===== src/hw/rtl/kdlp_pkg.sv =====
`timescale 1ns / 1ps

package kdlp_pkg;

  // Default matrix geometry
  localparam int KeyRowsDef = 4;
  localparam int KeyColsDef = 4;

  // Fixed field widths
  localparam int OpW     = 2;
  localparam int RowW    = 2;
  localparam int LevelsW = 4;
  localparam int KeyW    = 4;
  localparam int CountW  = 8;
  localparam int FlagsW  = 16;
  localparam int CfgIdxW = 1;
  localparam int CfgW    = 8;

  // Register reset values
  localparam logic [CountW-1:0] LongPressReset = 8'd150;
  localparam logic [CountW-1:0] RepeatReset    = 8'd25;

  // Queue depth between stages
  localparam int QueueDepthDef = 2;

  typedef enum logic [OpW-1:0] {
    OP_SCAN       = 2'd0,
    OP_TEST_PRESS = 2'd1,
    OP_TEST_LONG  = 2'd2,
    OP_UNUSED     = 2'd3
  } op_e;

  typedef enum logic [CfgIdxW-1:0] {
    CFG_LONG_PRESS = 1'b0,
    CFG_REPEAT     = 1'b1
  } cfg_idx_e;

  // Per-key mode machine, one-hot
  typedef enum logic [2:0] {
    MODE_RELEASED = 3'b001,
    MODE_PRESSED  = 3'b010,
    MODE_LONG     = 3'b100
  } mode_e;

  // Classified command from the front end
  typedef struct packed {
    logic               scan;        // valid row scan
    logic               test_press;  // press flag test on an existing key
    logic               test_long;   // long flag test on an existing key
    logic [RowW-1:0]    row;
    logic [LevelsW-1:0] levels;
    logic [KeyW-1:0]    key;
  } cmd_t;

  typedef struct packed {
    logic [FlagsW-1:0] press_flags;
    logic [FlagsW-1:0] long_flags;
    logic              hit;
  } res_t;

endpackage


===== src/hw/rtl/kdlp_fifo.sv =====
`timescale 1ns / 1ps

module kdlp_fifo #(
  parameter int Width = 8,
  parameter int Depth = 2
) (
  input  logic             clk_i,
  input  logic             rst_ni,
  input  logic             push_i,
  input  logic [Width-1:0] data_i,
  output logic             full_o,
  input  logic             pop_i,
  output logic [Width-1:0] data_o,
  output logic             empty_o
);

  localparam int PtrW = (Depth > 1) ? $clog2(Depth) : 1;
  localparam int CntW = $clog2(Depth + 1);
  localparam logic [PtrW-1:0] LastPtr = PtrW'(Depth - 1);

  logic [Width-1:0] mem_q [Depth];
  logic [PtrW-1:0]  wr_ptr_q, wr_ptr_d;
  logic [PtrW-1:0]  rd_ptr_q, rd_ptr_d;
  logic [CntW-1:0]  cnt_q, cnt_d;
  logic             do_push, do_pop;

  assign full_o  = (cnt_q == CntW'(Depth));
  assign empty_o = (cnt_q == '0);
  assign do_push = push_i && !full_o;
  assign do_pop  = pop_i && !empty_o;
  assign data_o  = mem_q[rd_ptr_q];

  always_comb begin
    wr_ptr_d = wr_ptr_q;
    rd_ptr_d = rd_ptr_q;
    cnt_d    = cnt_q;
    if (do_push) begin
      wr_ptr_d = (wr_ptr_q == LastPtr) ? '0 : wr_ptr_q + PtrW'(1);
    end
    if (do_pop) begin
      rd_ptr_d = (rd_ptr_q == LastPtr) ? '0 : rd_ptr_q + PtrW'(1);
    end
    if (do_push && !do_pop) begin
      cnt_d = cnt_q + CntW'(1);
    end else if (do_pop && !do_push) begin
      cnt_d = cnt_q - CntW'(1);
    end
  end

  always_ff @(posedge clk_i or negedge rst_ni) begin
    if (!rst_ni) begin
      wr_ptr_q <= '0;
      rd_ptr_q <= '0;
      cnt_q    <= '0;
    end else begin
      wr_ptr_q <= wr_ptr_d;
      rd_ptr_q <= rd_ptr_d;
      cnt_q    <= cnt_d;
    end
  end

  always_ff @(posedge clk_i) begin
    if (do_push) begin
      mem_q[wr_ptr_q] <= data_i;
    end
  end

endmodule


===== src/hw/rtl/kdlp_front.sv =====
`timescale 1ns / 1ps

module kdlp_front #(
  parameter int KeyRows = kdlp_pkg::KeyRowsDef,
  parameter int KeyCols = kdlp_pkg::KeyColsDef
) (
  input  logic [kdlp_pkg::OpW-1:0]     operation_i,
  input  logic [kdlp_pkg::RowW-1:0]    row_i,
  input  logic [kdlp_pkg::LevelsW-1:0] column_levels_i,
  input  logic [kdlp_pkg::KeyW-1:0]    key_i,
  output kdlp_pkg::cmd_t               cmd_o
);

  import kdlp_pkg::*;

  localparam int KeyTotal = KeyRows * KeyCols;

  logic row_ok, key_ok;

  assign row_ok = int'(row_i) < KeyRows;
  assign key_ok = int'(key_i) < KeyTotal;

  // Out-of-range rows and keys fold into no-op commands here
  always_comb begin
    cmd_o            = '0;
    cmd_o.row        = row_i;
    cmd_o.levels     = column_levels_i;
    cmd_o.key        = key_i;
    unique case (op_e'(operation_i))
      OP_SCAN:       cmd_o.scan       = row_ok;
      OP_TEST_PRESS: cmd_o.test_press = key_ok;
      OP_TEST_LONG:  cmd_o.test_long  = key_ok;
      default:       cmd_o.scan       = 1'b0;
    endcase
  end

endmodule


===== src/hw/rtl/kdlp_back.sv =====
`timescale 1ns / 1ps

module kdlp_back #(
  parameter int KeyRows = kdlp_pkg::KeyRowsDef,
  parameter int KeyCols = kdlp_pkg::KeyColsDef
) (
  input  logic                         clk_i,
  input  logic                         rst_ni,
  input  logic                         cfg_we_i,
  input  logic [kdlp_pkg::CfgIdxW-1:0] cfg_idx_i,
  input  logic [kdlp_pkg::CfgW-1:0]    cfg_data_i,
  input  logic                         cmd_valid_i,
  input  kdlp_pkg::cmd_t               cmd_i,
  output logic                         cmd_take_o,
  input  logic                         res_full_i,
  output logic                         res_push_o,
  output kdlp_pkg::res_t               res_o
);

  import kdlp_pkg::*;

  localparam int KeyTotal = KeyRows * KeyCols;
  localparam int KIdxW    = (KeyTotal > 1) ? $clog2(KeyTotal) : 1;
  localparam int KExtW    = KIdxW + KeyW;

  logic [CountW-1:0] long_ticks_q, repeat_ticks_q;

  logic              last_q [KeyTotal];
  logic              last_d [KeyTotal];
  mode_e             mode_q [KeyTotal];
  mode_e             mode_d [KeyTotal];
  logic [CountW-1:0] cnt_q  [KeyTotal];
  logic [CountW-1:0] cnt_d  [KeyTotal];

  logic [KeyTotal-1:0] press_q, press_d, press_set;
  logic [KeyTotal-1:0] long_q, long_d, long_set;
  logic [KeyTotal-1:0] sel, sample;

  logic              step_en, hit;
  logic [KExtW-1:0]  key_ext;
  logic [KIdxW-1:0]  key_idx;
  logic [FlagsW-1:0] press_win, long_win;

  assign step_en    = cmd_valid_i && !res_full_i;
  assign cmd_take_o = step_en;
  assign res_push_o = step_en;

  assign key_ext = KExtW'(cmd_i.key);
  assign key_idx = key_ext[KIdxW-1:0];

  // Row decode and column sample for each key; columns past the pins read as pressed
  for (genvar k = 0; k < KeyTotal; k++) begin : g_key
    assign sel[k] = cmd_i.scan && (int'(cmd_i.row) == k / KeyCols);
    if ((k % KeyCols) < LevelsW) begin : g_pin
      assign sample[k] = cmd_i.levels[k % KeyCols];
    end else begin : g_nopin
      assign sample[k] = 1'b0;
    end
  end

  always_comb begin
    logic [CountW-1:0] inc;
    inc       = '0;
    press_set = '0;
    long_set  = '0;
    for (int k = 0; k < KeyTotal; k++) begin
      last_d[k] = last_q[k];
      mode_d[k] = mode_q[k];
      cnt_d[k]  = cnt_q[k];
      inc       = cnt_q[k] + CountW'(1);
      if (step_en && sel[k]) begin
        last_d[k] = sample[k];
        if (last_q[k] == sample[k]) begin
          unique case (mode_q[k])
            MODE_RELEASED: begin
              if (!sample[k]) mode_d[k] = MODE_PRESSED;
            end
            MODE_PRESSED: begin
              cnt_d[k] = inc;
              if (sample[k]) begin
                press_set[k] = 1'b1;
                mode_d[k]    = MODE_RELEASED;
                cnt_d[k]     = '0;
              end
              // threshold check sees the count after a release clear
              if (cnt_d[k] == long_ticks_q) begin
                mode_d[k]    = MODE_LONG;
                press_set[k] = 1'b1;
                long_set[k]  = 1'b1;
                cnt_d[k]     = '0;
              end
            end
            MODE_LONG: begin
              cnt_d[k] = inc;
              if (sample[k]) begin
                mode_d[k] = MODE_RELEASED;
                cnt_d[k]  = '0;
              end
              if (cnt_d[k] == repeat_ticks_q) begin
                press_set[k] = 1'b1;
                cnt_d[k]     = '0;
              end
            end
            default: mode_d[k] = mode_q[k];
          endcase
        end
      end
    end
  end

  // Flag test; a hit wipes every pending flag
  always_comb begin
    hit = 1'b0;
    if (cmd_i.test_press) hit = press_q[key_idx];
    if (cmd_i.test_long)  hit = long_q[key_idx];
    press_d = press_q;
    long_d  = long_q;
    if (step_en) begin
      press_d = press_q | press_set;
      long_d  = long_q | long_set;
      if (hit) begin
        press_d = '0;
        long_d  = '0;
      end
    end
  end

  for (genvar i = 0; i < FlagsW; i++) begin : g_win
    if (i < KeyTotal) begin : g_used
      assign press_win[i] = press_d[i];
      assign long_win[i]  = long_d[i];
    end else begin : g_unused
      assign press_win[i] = 1'b0;
      assign long_win[i]  = 1'b0;
    end
  end

  assign res_o.press_flags = press_win;
  assign res_o.long_flags  = long_win;
  assign res_o.hit         = hit;

  always_ff @(posedge clk_i or negedge rst_ni) begin
    if (!rst_ni) begin
      long_ticks_q   <= LongPressReset;
      repeat_ticks_q <= RepeatReset;
    end else if (cfg_we_i) begin
      if (cfg_idx_i == CFG_LONG_PRESS) long_ticks_q   <= cfg_data_i;
      if (cfg_idx_i == CFG_REPEAT)     repeat_ticks_q <= cfg_data_i;
    end
  end

  always_ff @(posedge clk_i or negedge rst_ni) begin
    if (!rst_ni) begin
      press_q <= '0;
      long_q  <= '0;
      for (int k = 0; k < KeyTotal; k++) begin
        last_q[k] <= 1'b0;
        mode_q[k] <= MODE_RELEASED;
        cnt_q[k]  <= '0;
      end
    end else begin
      press_q <= press_d;
      long_q  <= long_d;
      for (int k = 0; k < KeyTotal; k++) begin
        last_q[k] <= last_d[k];
        mode_q[k] <= mode_d[k];
        cnt_q[k]  <= cnt_d[k];
      end
    end
  end

endmodule


===== src/hw/rtl/keypad_debounce_long_press.sv =====
`timescale 1ns / 1ps

// Key matrix scanner with debounce, long press and auto-repeat. Each scan
// transaction carries the column levels of one row (0 = pressed); a key
// steps its released/pressed/long machine only when two successive samples
// agree. Test transactions check one key's press or long flag; a hit clears
// all flags and raises beep_o with hit_o. Every input transaction yields
// exactly one result transaction, in order. Throughput is one transaction
// per cycle while the result queue has room: the back end updates all keys
// of the addressed row side by side. Each accepted transaction is registered
// in the command queue, and the back end works it into the result queue,
// whose head is what the output shows and what pop takes. Config writes
// are taken at once and belong in idle periods only.

module keypad_debounce_long_press #(
  parameter int KeyRows = kdlp_pkg::KeyRowsDef,
  parameter int KeyCols = kdlp_pkg::KeyColsDef
) (
  input  logic                         clk_i,
  input  logic                         rst_ni,
  // input queue side
  input  logic                         push,
  output logic                         full,
  input  logic [kdlp_pkg::OpW-1:0]     operation_i,
  input  logic [kdlp_pkg::RowW-1:0]    row_i,
  input  logic [kdlp_pkg::LevelsW-1:0] column_levels_i,
  input  logic [kdlp_pkg::KeyW-1:0]    key_i,
  // result queue side
  output logic                         empty,
  input  logic                         pop,
  output logic [kdlp_pkg::FlagsW-1:0]  press_flags_o,
  output logic [kdlp_pkg::FlagsW-1:0]  long_flags_o,
  output logic                         hit_o,
  output logic                         beep_o,
  // config write port
  input  logic                         cfg_we_i,
  input  logic [kdlp_pkg::CfgIdxW-1:0] cfg_idx_i,
  input  logic [kdlp_pkg::CfgW-1:0]    cfg_data_i
);

  import kdlp_pkg::*;

  cmd_t front_cmd, back_cmd;
  res_t back_res, out_res;
  logic cmd_empty, cmd_take;
  logic res_full, res_push;

  // Front end: classify op, turn out-of-range rows/keys into no-ops
  kdlp_front #(
    .KeyRows(KeyRows),
    .KeyCols(KeyCols)
  ) u_front (
    .operation_i    (operation_i),
    .row_i          (row_i),
    .column_levels_i(column_levels_i),
    .key_i          (key_i),
    .cmd_o          (front_cmd)
  );

  // Command queue decouples intake from execution
  kdlp_fifo #(
    .Width($bits(cmd_t)),
    .Depth(QueueDepthDef)
  ) u_cmd_q (
    .clk_i  (clk_i),
    .rst_ni (rst_ni),
    .push_i (push),
    .data_i (front_cmd),
    .full_o (full),
    .pop_i  (cmd_take),
    .data_o (back_cmd),
    .empty_o(cmd_empty)
  );

  // Back end: key state, flags, config registers
  kdlp_back #(
    .KeyRows(KeyRows),
    .KeyCols(KeyCols)
  ) u_back (
    .clk_i      (clk_i),
    .rst_ni     (rst_ni),
    .cfg_we_i   (cfg_we_i),
    .cfg_idx_i  (cfg_idx_i),
    .cfg_data_i (cfg_data_i),
    .cmd_valid_i(!cmd_empty),
    .cmd_i      (back_cmd),
    .cmd_take_o (cmd_take),
    .res_full_i (res_full),
    .res_push_o (res_push),
    .res_o      (back_res)
  );

  // Result queue absorbs consumer stalls until it fills; then intake backs up
  kdlp_fifo #(
    .Width($bits(res_t)),
    .Depth(QueueDepthDef)
  ) u_res_q (
    .clk_i  (clk_i),
    .rst_ni (rst_ni),
    .push_i (res_push),
    .data_i (back_res),
    .full_o (res_full),
    .pop_i  (pop),
    .data_o (out_res),
    .empty_o(empty)
  );

  assign press_flags_o = out_res.press_flags;
  assign long_flags_o  = out_res.long_flags;
  assign hit_o         = out_res.hit;
  assign beep_o        = out_res.hit;

endmodule


===== config.mk =====
export PLATFORM = sky130hd
export DESIGN_NAME = keypad_debounce_long_press
export DESIGN_NICKNAME = d
export VERILOG_FILES = /design/src/hw/rtl/kdlp_pkg.sv /design/src/hw/rtl/kdlp_fifo.sv /design/src/hw/rtl/kdlp_front.sv /design/src/hw/rtl/kdlp_back.sv /design/src/hw/rtl/keypad_debounce_long_press.sv
export SDC_FILE = /design/constraint.sdc
export NUM_CORES = 1
export LEC_CHECK = 0
export ABC_AREA = 0
export BUFFER_PORTS_ARGS = -buffer_cell sky130_fd_sc_hd__buf_2
export CORE_UTILIZATION = 59
export DETAILED_ROUTE_END_ITERATION = 10
export PLACE_DENSITY_LB_ADDON = 0.2
export REMOVE_ABC_BUFFERS = 1
export SYNTH_ARGS = -nofsm -noshare
export SYNTH_HDL_FRONTEND = slang
export SYNTH_SLANG_ARGS = --single-unit
export TNS_END_PERCENT = 10

===== constraint.sdc =====
create_clock -name clk_i -period 5.9 [get_ports clk_i]
set_clock_uncertainty 0.15 [all_clocks]
set_input_delay 0.59 -clock clk_i [delete_from_list [all_inputs] [get_ports clk_i]]
set_output_delay 0.59 -clock clk_i [all_outputs]
set_load 0.005 [all_outputs]

==> summary.md, run 1 <==
| Metric | Value |
|---|---|
| Worst EP required | 6060 ps |
| Rows | 74 |
| Post_cts resized | 0 |
| Post-route DRC | 0 |
| CTS Buffer Depth | 3 |
| Worst Reg2Reg Path Length in Cells | 9 |
| Worst vdd ir | 0.000300 V |
| PD cells | 322 nW/µm² |
| Antenna diode count | 0 |
| Number of synthesized flops with an enable pin | 92 |
| Largest net degree at the start of global routing | 102 |
| Hold EP | u_cmd_q.mem_q[0][2] |
| Seq/Total Area, Yosys | 36.1% |
| Area Growth Syn to Fin | 6.69% |
| YS warnings | 0 |
| Reg-to-Reg End | u_res_q.mem_q[1][29] |
| Fin nets | 2794 |
| RSZ-0062 raised after global routing | no |
| Critical path startpoint | u_cmd_q.rd_ptr_q |
| Post-DRT Antenna Nets | 0 |
| R2R setup slack | 1650 ps |
| Die Ht | 207 µm |
| Slew HR | 15.2% |
| I/O pin count | 62 |
| Slowest CP cell | a211oi_1 |
| Hold path cells | 1 |
| Initial antenna violation count | 1 |
| Dominant cell type by area after synthesis | dfrtp_1 |
| CP peak stage delay | 730 ps |
| Post-route design area | 26600 µm² |
| DR vias/cell | 6.96 |
| Leak pwr | 10.4 nW |
| GRT Total Usage | 36.3% |
| Core area | 41200 µm² |
| Number of DRC markers in iteration 0 | 2481 |
| Worst-path clk slew | 60 ps |
| CP endpoint kind | register |
| CTS tree | yes |
| Area contributors post-synth | dfrtp_1 (23%), edfxtp_1 (11%), xnor2_1 (3.9%) |
| Detailed Routing Iterations Pass 1 | 6 |
| Worst Hold Class | input pin to register |
| Crit start category | register |
| Wire per inst | 23.9 µm |
| IO Port Bufs | 61 |
| Synth top area share | 22.6% |
| Hold Fails Final Rpt | 0 |
| Chip width | 207 µm |
| Mapped cell area | 24900 µm² |
| Layout cell share with drive strength beyond 1 | 11.7% |
| Vias after detailed routing | 23.1k |
| Kind of critical path | register to register |
| Cts bufs inserted | 40 |
| Clock Tree Root | clkbuf_16 |
| Post-route setup TNS | 0 ps |
| Placed cell area | 25300 µm² |
| Outcome | finished clean |
| Initial core utilization | 60.4% |
| Max Slew Vio Count | 0 |
| Grt total ovfl | 0 |
| Fmax | 235 MHz |
| Crit Reg-Reg Startpoint | u_cmd_q.rd_ptr_q |
| Period minus WS final | 4250 ps |
| GR Util met1 | 48.0% |
| Mapped Avg Cell Area | 8.80 µm² |
| GR peak layer | met2 |
| Worst path arrival time | 4410 ps |
| Crit path cell chain | buf_4 -> mux2i_4 -> mux4_2 -> o21ai_0 -> a31oi_1 -> a211oi_1 -> nor2_2 -> buf_4 -> a211oi_1 |
| Asr flop ratio synth | 72.9% |
| Total die area | 43000 µm² |
| Core Util, Final | 64.5% |
| Gate Count Post-Synth | 2828 |
| Met3 GRT Util | 6.01% |
| Top delay family on crit path | compound AO/OA/AOI/OAI gates |
| Clock Sinks | 340 |
| MaxCap Viol Count | 0 |
| Crit path buf inv count | 2 |
| Critical path fanouts, max | 24 |
| GP Congestion | 0.972 |
| M2 GR Usage | 57.5% |
| Hpwl dp | 53500 µm |
| Hold_sp | key_i[2] |
| H-tree depth | 2 |
| Final period util | 72.1% |
| Drt total wl | 79000 µm |
| Yosys cell types | 110 |
| Clock Latency Late Sink | 580 ps |
| Synth Register Bits | 340 |
| Prevailing post-synth register cell | dfrtp_1 |
| First-pass GRT wire length | 123000 µm |
| Endpoints failing setup | 0 |
| Vias in the first global route | 21.5k |
| Tightest Pin Transition | 1260 ps |
==> final cells by class <==
| type | count | area [µm²] |
|---|---|---|
| multi-input cells | 2214 | 14800 |
| clock buffers | 53 | 1080 |
| well taps | 532 | 666 |
| flip-flops and latches | 340 | 9000 |
| inverters | 50 | 188 |
| repair buffers | 104 | 641 |
| fillers | 3354 | 14600 |
| clock inverters | 20 | 196 |
==> cells in the final DEF, fill, tap and decap left out, types with 22 or more instances in the layout <==
master | synthesis | final
nand2_1 | 260 | 260
dfrtp_1 | 225 | 225
nor2_1 | 208 | 206
o21ai_0 | 165 | 165
a21oi_1 | 153 | 153
xnor2_1 | 112 | 112
edfxtp_1 | 92 | 92
nand3_1 | 89 | 89
nor3_1 | 81 | 80
xor2_1 | 69 | 69
or3_1 | 62 | 62
buf_2 | 57 | 60
a21o_1 | 55 | 55
mux2_2 | 54 | 54
nand2b_1 | 50 | 50
inv_1 | 47 | 47
nor2b_1 | 44 | 44
nand4_1 | 43 | 43
o211ai_1 | 42 | 42
buf_4 | 5 | 42
clkbuf_16 | 0 | 40
a211oi_1 | 39 | 39
a31oi_1 | 37 | 37
and3_1 | 36 | 36
o31ai_1 | 35 | 35
nor4_1 | 34 | 34
or4_1 | 31 | 31
nor3b_1 | 25 | 25
o21a_1 | 25 | 25
or2_2 | 24 | 24
o22ai_1 | 23 | 23
a22o_1 | 23 | 23
dfstp_2 | 23 | 23
and2_1 | 22 | 22
==> registers in the layout, summed over array words and instances (netlist names), 2 cells and up <==
signal,cells
u_back.repeat_ticks_q,8
u_cmd_q.cnt_q,2
u_cmd_q.mem_q,26
u_back.press_q,16
u_back.long_ticks_q,8
u_back.cnt_q,128
u_back.mode_q,48
u_res_q.mem_q,66
u_res_q.cnt_q,2
u_back.long_q,16
u_back.last_q,16
==> where the power goes <==
| part | total, mW | switching [mW] | internal [mW] |
|---|---|---|---|
| clock network | 2.47 | 1.05 | 1.43 |
| logic | 3.02 | 2.00 | 1.02 |
| registers | 3.05 | 0.225 | 2.83 |
| total | 8.55 | 3.27 | 5.28 |
==> timing repair <==
| item | in CTS | in global routing |
|---|---|---|
| setup buffers | 0 | 0 |
| endpoints found under the hold margin | 27 | 0 |
| setup endpoints to repair | 0 | 0 |
| hold buffers | 1 | 0 |
==> routing by layer <==
metal | part of all wire [%] | vias up
li1 | - | 10500
met1 | 40 | 11200
met2 | 45 | 1177
met3 | 9.2 | 252
met4 | 5.8 | 2
met5 | 0.015 | -
==> cells by family after synthesis <==
kind of cell,count (synthesis),share of synthesized area [%]
simple gates,1078,22.6
compound gates,834,23.4
flops,340,36.1
buf+inv,274,4.62
xor+xnor,201,8.19
mux,83,4.13
fa+ha+maj,18,0.905
==> metrics by stage <==
step                      setup WS (ps)  total power, mW  cells  hold WS [ps]
after floorplan                    1080             4.85   2604           144
after global placement             1820             5.95   3239           325
after detailed placement           1680             6.03   3239           346
after CTS                          1650             8.52   3313          37.7
after global routing               1370             8.89   3313          43.2
final                              1650             8.55   3313          61.2
==> cells in the mapped netlist, types with 12 or more instances <==
| master | instances |
|---|---|
| and4_1 | 12 |
| nor2b_1 | 44 |
| o21a_1 | 25 |
| a31oi_1 | 37 |
| dfstp_2 | 23 |
| dfrtp_1 | 225 |
| mux2_2 | 54 |
| o22ai_1 | 23 |
| nand2_1 | 260 |
| inv_1 | 47 |
| buf_1 | 23 |
| a21oi_1 | 153 |
| nor3b_1 | 25 |
| xor2_1 | 69 |
| a32oi_1 | 13 |
| xnor3_1 | 17 |
| clkbuf_1 | 134 |
| a22o_1 | 23 |
| nor4_1 | 34 |
| or4_1 | 31 |
| and3_1 | 36 |
| nand2b_1 | 50 |
| nor3_1 | 81 |
| nand4_1 | 43 |
| edfxtp_1 | 92 |
| o211ai_1 | 42 |
| and2_1 | 22 |
| buf_2 | 57 |
| ha_1 | 18 |
| or2_2 | 24 |
| nor2_1 | 208 |
| o31ai_1 | 35 |
| or3_1 | 62 |
| o21ai_0 | 165 |
| nand3_1 | 89 |
| xnor2_1 | 112 |
| o21ai_1 | 18 |
| a211oi_1 | 39 |
| a21o_1 | 55 |
| mux2i_1 | 16 |
| a2111oi_0 | 17 |
==> how the worst max path moves through the flow <==
stage	cells after the start	endpoint	slack, ps
final	9	u_res_q.mem_q[1][29]	1650
after global routing	9	u_res_q.mem_q[1][29]	1370
after CTS	9	u_res_q.mem_q[1][29]	1650
after detailed placement	9	u_res_q.mem_q[0][29]	1680
after global placement	9	u_res_q.mem_q[0][29]	1820
after floorplan	7	u_back.cnt_q[122]	1080
No activity file was read; power rests on OpenSTA's default activity.
==> run 2, diff against run 1 <==
clock period = 4.24 ns   (was 5.9 ns; I/O delays follow)
==> summary.md, run 2 (same netlist as run 1, synthesis figures left out) <==
| Metric | Value |
|---|---|
| Outcome | finished clean |
| Crit start category | register |
| CP endpoint kind | register |
| Wire per inst | 23.5 µm |
| Post-place setup slack | 131 ps |
| Worst Hold Class | input pin to register |
| Area Growth Syn to Fin | 9.58% |
| Core Util, Final | 66.2% |
| Core area | 41200 µm² |
| Reg-to-Reg End | u_res_q.mem_q[1][17] |
| Final period util | 92.7% |
| Most common cell after layout, fill and taps aside | nand2_1 |
| PD cells | 449 nW/µm² |
| Top reg by flops | u_back.cnt_q |
| Number of flip-flops in the largest register | 128 |
| Hold slack | 21.7 ps |
| Regs by FF count | u_back.cnt_q (128), u_res_q.mem_q (66), u_back.mode_q (48) |
| Clock Latency Late Sink | 570 ps |
| Fill cells | 3277 |
| CTS Buffer Depth | 3 |
| Die Ht | 207 µm |
| Worst EP required | 4470 ps |
| Cts bufs inserted | 39 |
| Max Slew Vio Count | 0 |
| Slew HR | 27.6% |
| Multi-input gate area | 14800 µm² |
| Post-route DRC | 0 |
| Vias in the first global route | 22.1k |
| Drt total wl | 79400 µm |
| MaxCap Viol Count | 0 |
| Total die area | 43000 µm² |
| Worst-path clk slew | 60 ps |
| Post-Layout Cell Count | 3383 |
| Crit path to | u_res_q.mem_q[1][17] |
| Setup ws final | 309 ps |
| Detailed Routing Iterations Pass 1 | 7 |
| Leak pwr | 10.8 nW |
| R2R setup slack | 310 ps |
| Chip width | 207 µm |
| Initial antenna violation count | 2 |
| Fmax | 254 MHz |
| Worst vdd ir | 0.000342 V |
| RSZ-0062 raised after global routing | no |
| Hpwl dp | 55600 µm |
| Number of DRC markers in iteration 0 | 2467 |
| Post-DRT Antenna Nets | 0 |
| I/O pin count | 62 |
| Tightest Pin Transition | 1080 ps |
| Fin nets | 2863 |
| Vias after detailed routing | 23.4k |
| GRT Total Usage | 36.5% |
| H-tree depth | 2 |
| IO Port Bufs | 61 |
| Period minus WS final | 3930 ps |
| CP peak stage delay | 680 ps |
| Most frequent CP cell | buf_4 |
| Post-route setup TNS | 0 ps |
| First-pass GRT wire length | 124000 µm |
| Power Total | 12.2 mW |
| Critical path startpoint | u_cmd_q.rd_ptr_q |
| Grt total ovfl | 0 |
| Post-route design area | 27300 µm² |
| Clock Sinks | 340 |
| Crit Reg-Reg Startpoint | u_cmd_q.rd_ptr_q |
| Commonest cells after routing, fill and taps aside | nand2_1 (260), dfrtp_1 (225), nor2_1 (206) |
| Crit path cell chain | buf_4 -> buf_4 -> mux2i_4 -> nand2_1 -> a2111oi_0 -> a221oi_1 -> nor4_1 -> and3_1 -> nor2_1 -> a21oi_1 |
| Critical path fanouts, max | 12 |
| Hold Fails Final Rpt | 0 |
| Largest net degree at the start of global routing | 100 |
| CTS tree | yes |
| Worst Reg2Reg Path Length in Cells | 10 |
| Register Area | 9000 µm² |
| Worst path arrival time | 4160 ps |
| Endpoints failing setup | 0 |
| Kind of critical path | register to register |
| GP Congestion | 0.991 |
| Placed insts | 3291 |
| Slowest CP cell | nor4_1 |
| Clock Tree Root | clkbuf_16 |
| Placed cell area | 25700 µm² |
| Layout cell share with drive strength beyond 1 | 13.4% |
| DR vias/cell | 6.91 |
| Initial core utilization | 60.4% |
| Rows | 74 |
==> run 2: cell count changes in the layout (fill, tap and decap cells not counted), moves of 2 or more <==
cell           before  now
clkbuf_8            3    5
clkinv_1            7    4
buf_4              42   92
clkbuf_1           10    8
dlygate4sd3_1       1   19
bufinv_16           3    7
buf_12              0    2
==> run 2: final cells by class <==
| type | instances | area share, % |
|---|---|---|
| well taps | 532 | 2.44 |
| clock inverters | 19 | 1.07 |
| inverters | 50 | 0.688 |
| clock buffers | 53 | 4.03 |
| multi-input cells | 2214 | 54.2 |
| flip-flops and latches | 340 | 33.0 |
| repair buffers | 174 | 4.53 |
| diodes | 1 | 0.00917 |
==> run 2: layer usage <==
layer	vias up	global-route usage (%)	wire (µm)
met1	11200	47.5	31200
met2	1232	57.0	35500
met3	313	6.29	7150
li1	10600	-	-
met5	-	0	0
met4	0	22.6	5540
==> run 2: worst min-delay path by stage <==
stage	start	end	slack (ps)	depth (start not counted)
floorplan	rst_ni	u_back.cnt_q[0]	-20	0
global placement	u_cmd_q.cnt_q[1]	u_cmd_q.cnt_q[1]	330	1
detailed placement	u_cmd_q.wr_ptr_q	u_cmd_q.wr_ptr_q	340	1
CTS	push	u_cmd_q.wr_ptr_q	6	3
global route	push	u_cmd_q.wr_ptr_q	40	3
finish	push	u_cmd_q.wr_ptr_q	20	3
==> run 2: power by group <==
| part | switching [mW] | internal [mW] |
|---|---|---|
| registers | 0.323 | 3.94 |
| clock network | 1.42 | 2.25 |
| logic | 2.73 | 1.58 |
| total | 4.48 | 7.77 |
==> run 2: critical path, delay by kind of cell, from the launching register on <==
| kind | cells | cell delay (ps) |
|---|---|---|
| buffers and inverters | 2 | 430 |
| AND/OR/NAND/NOR | 4 | 1250 |
| multiplexers | 1 | 450 |
| AO/OA/AOI/OAI | 3 | 780 |
| flip-flops | 1 | 650 |
==> run 2: timing repair <==
item                                    in CTS  in global routing
resized for setup                            0                  1
hold endpoints to repair                   124                  0
endpoints found under the setup margin       0                  1
hold buffers                                19                  0
setup buffers                                0                  0
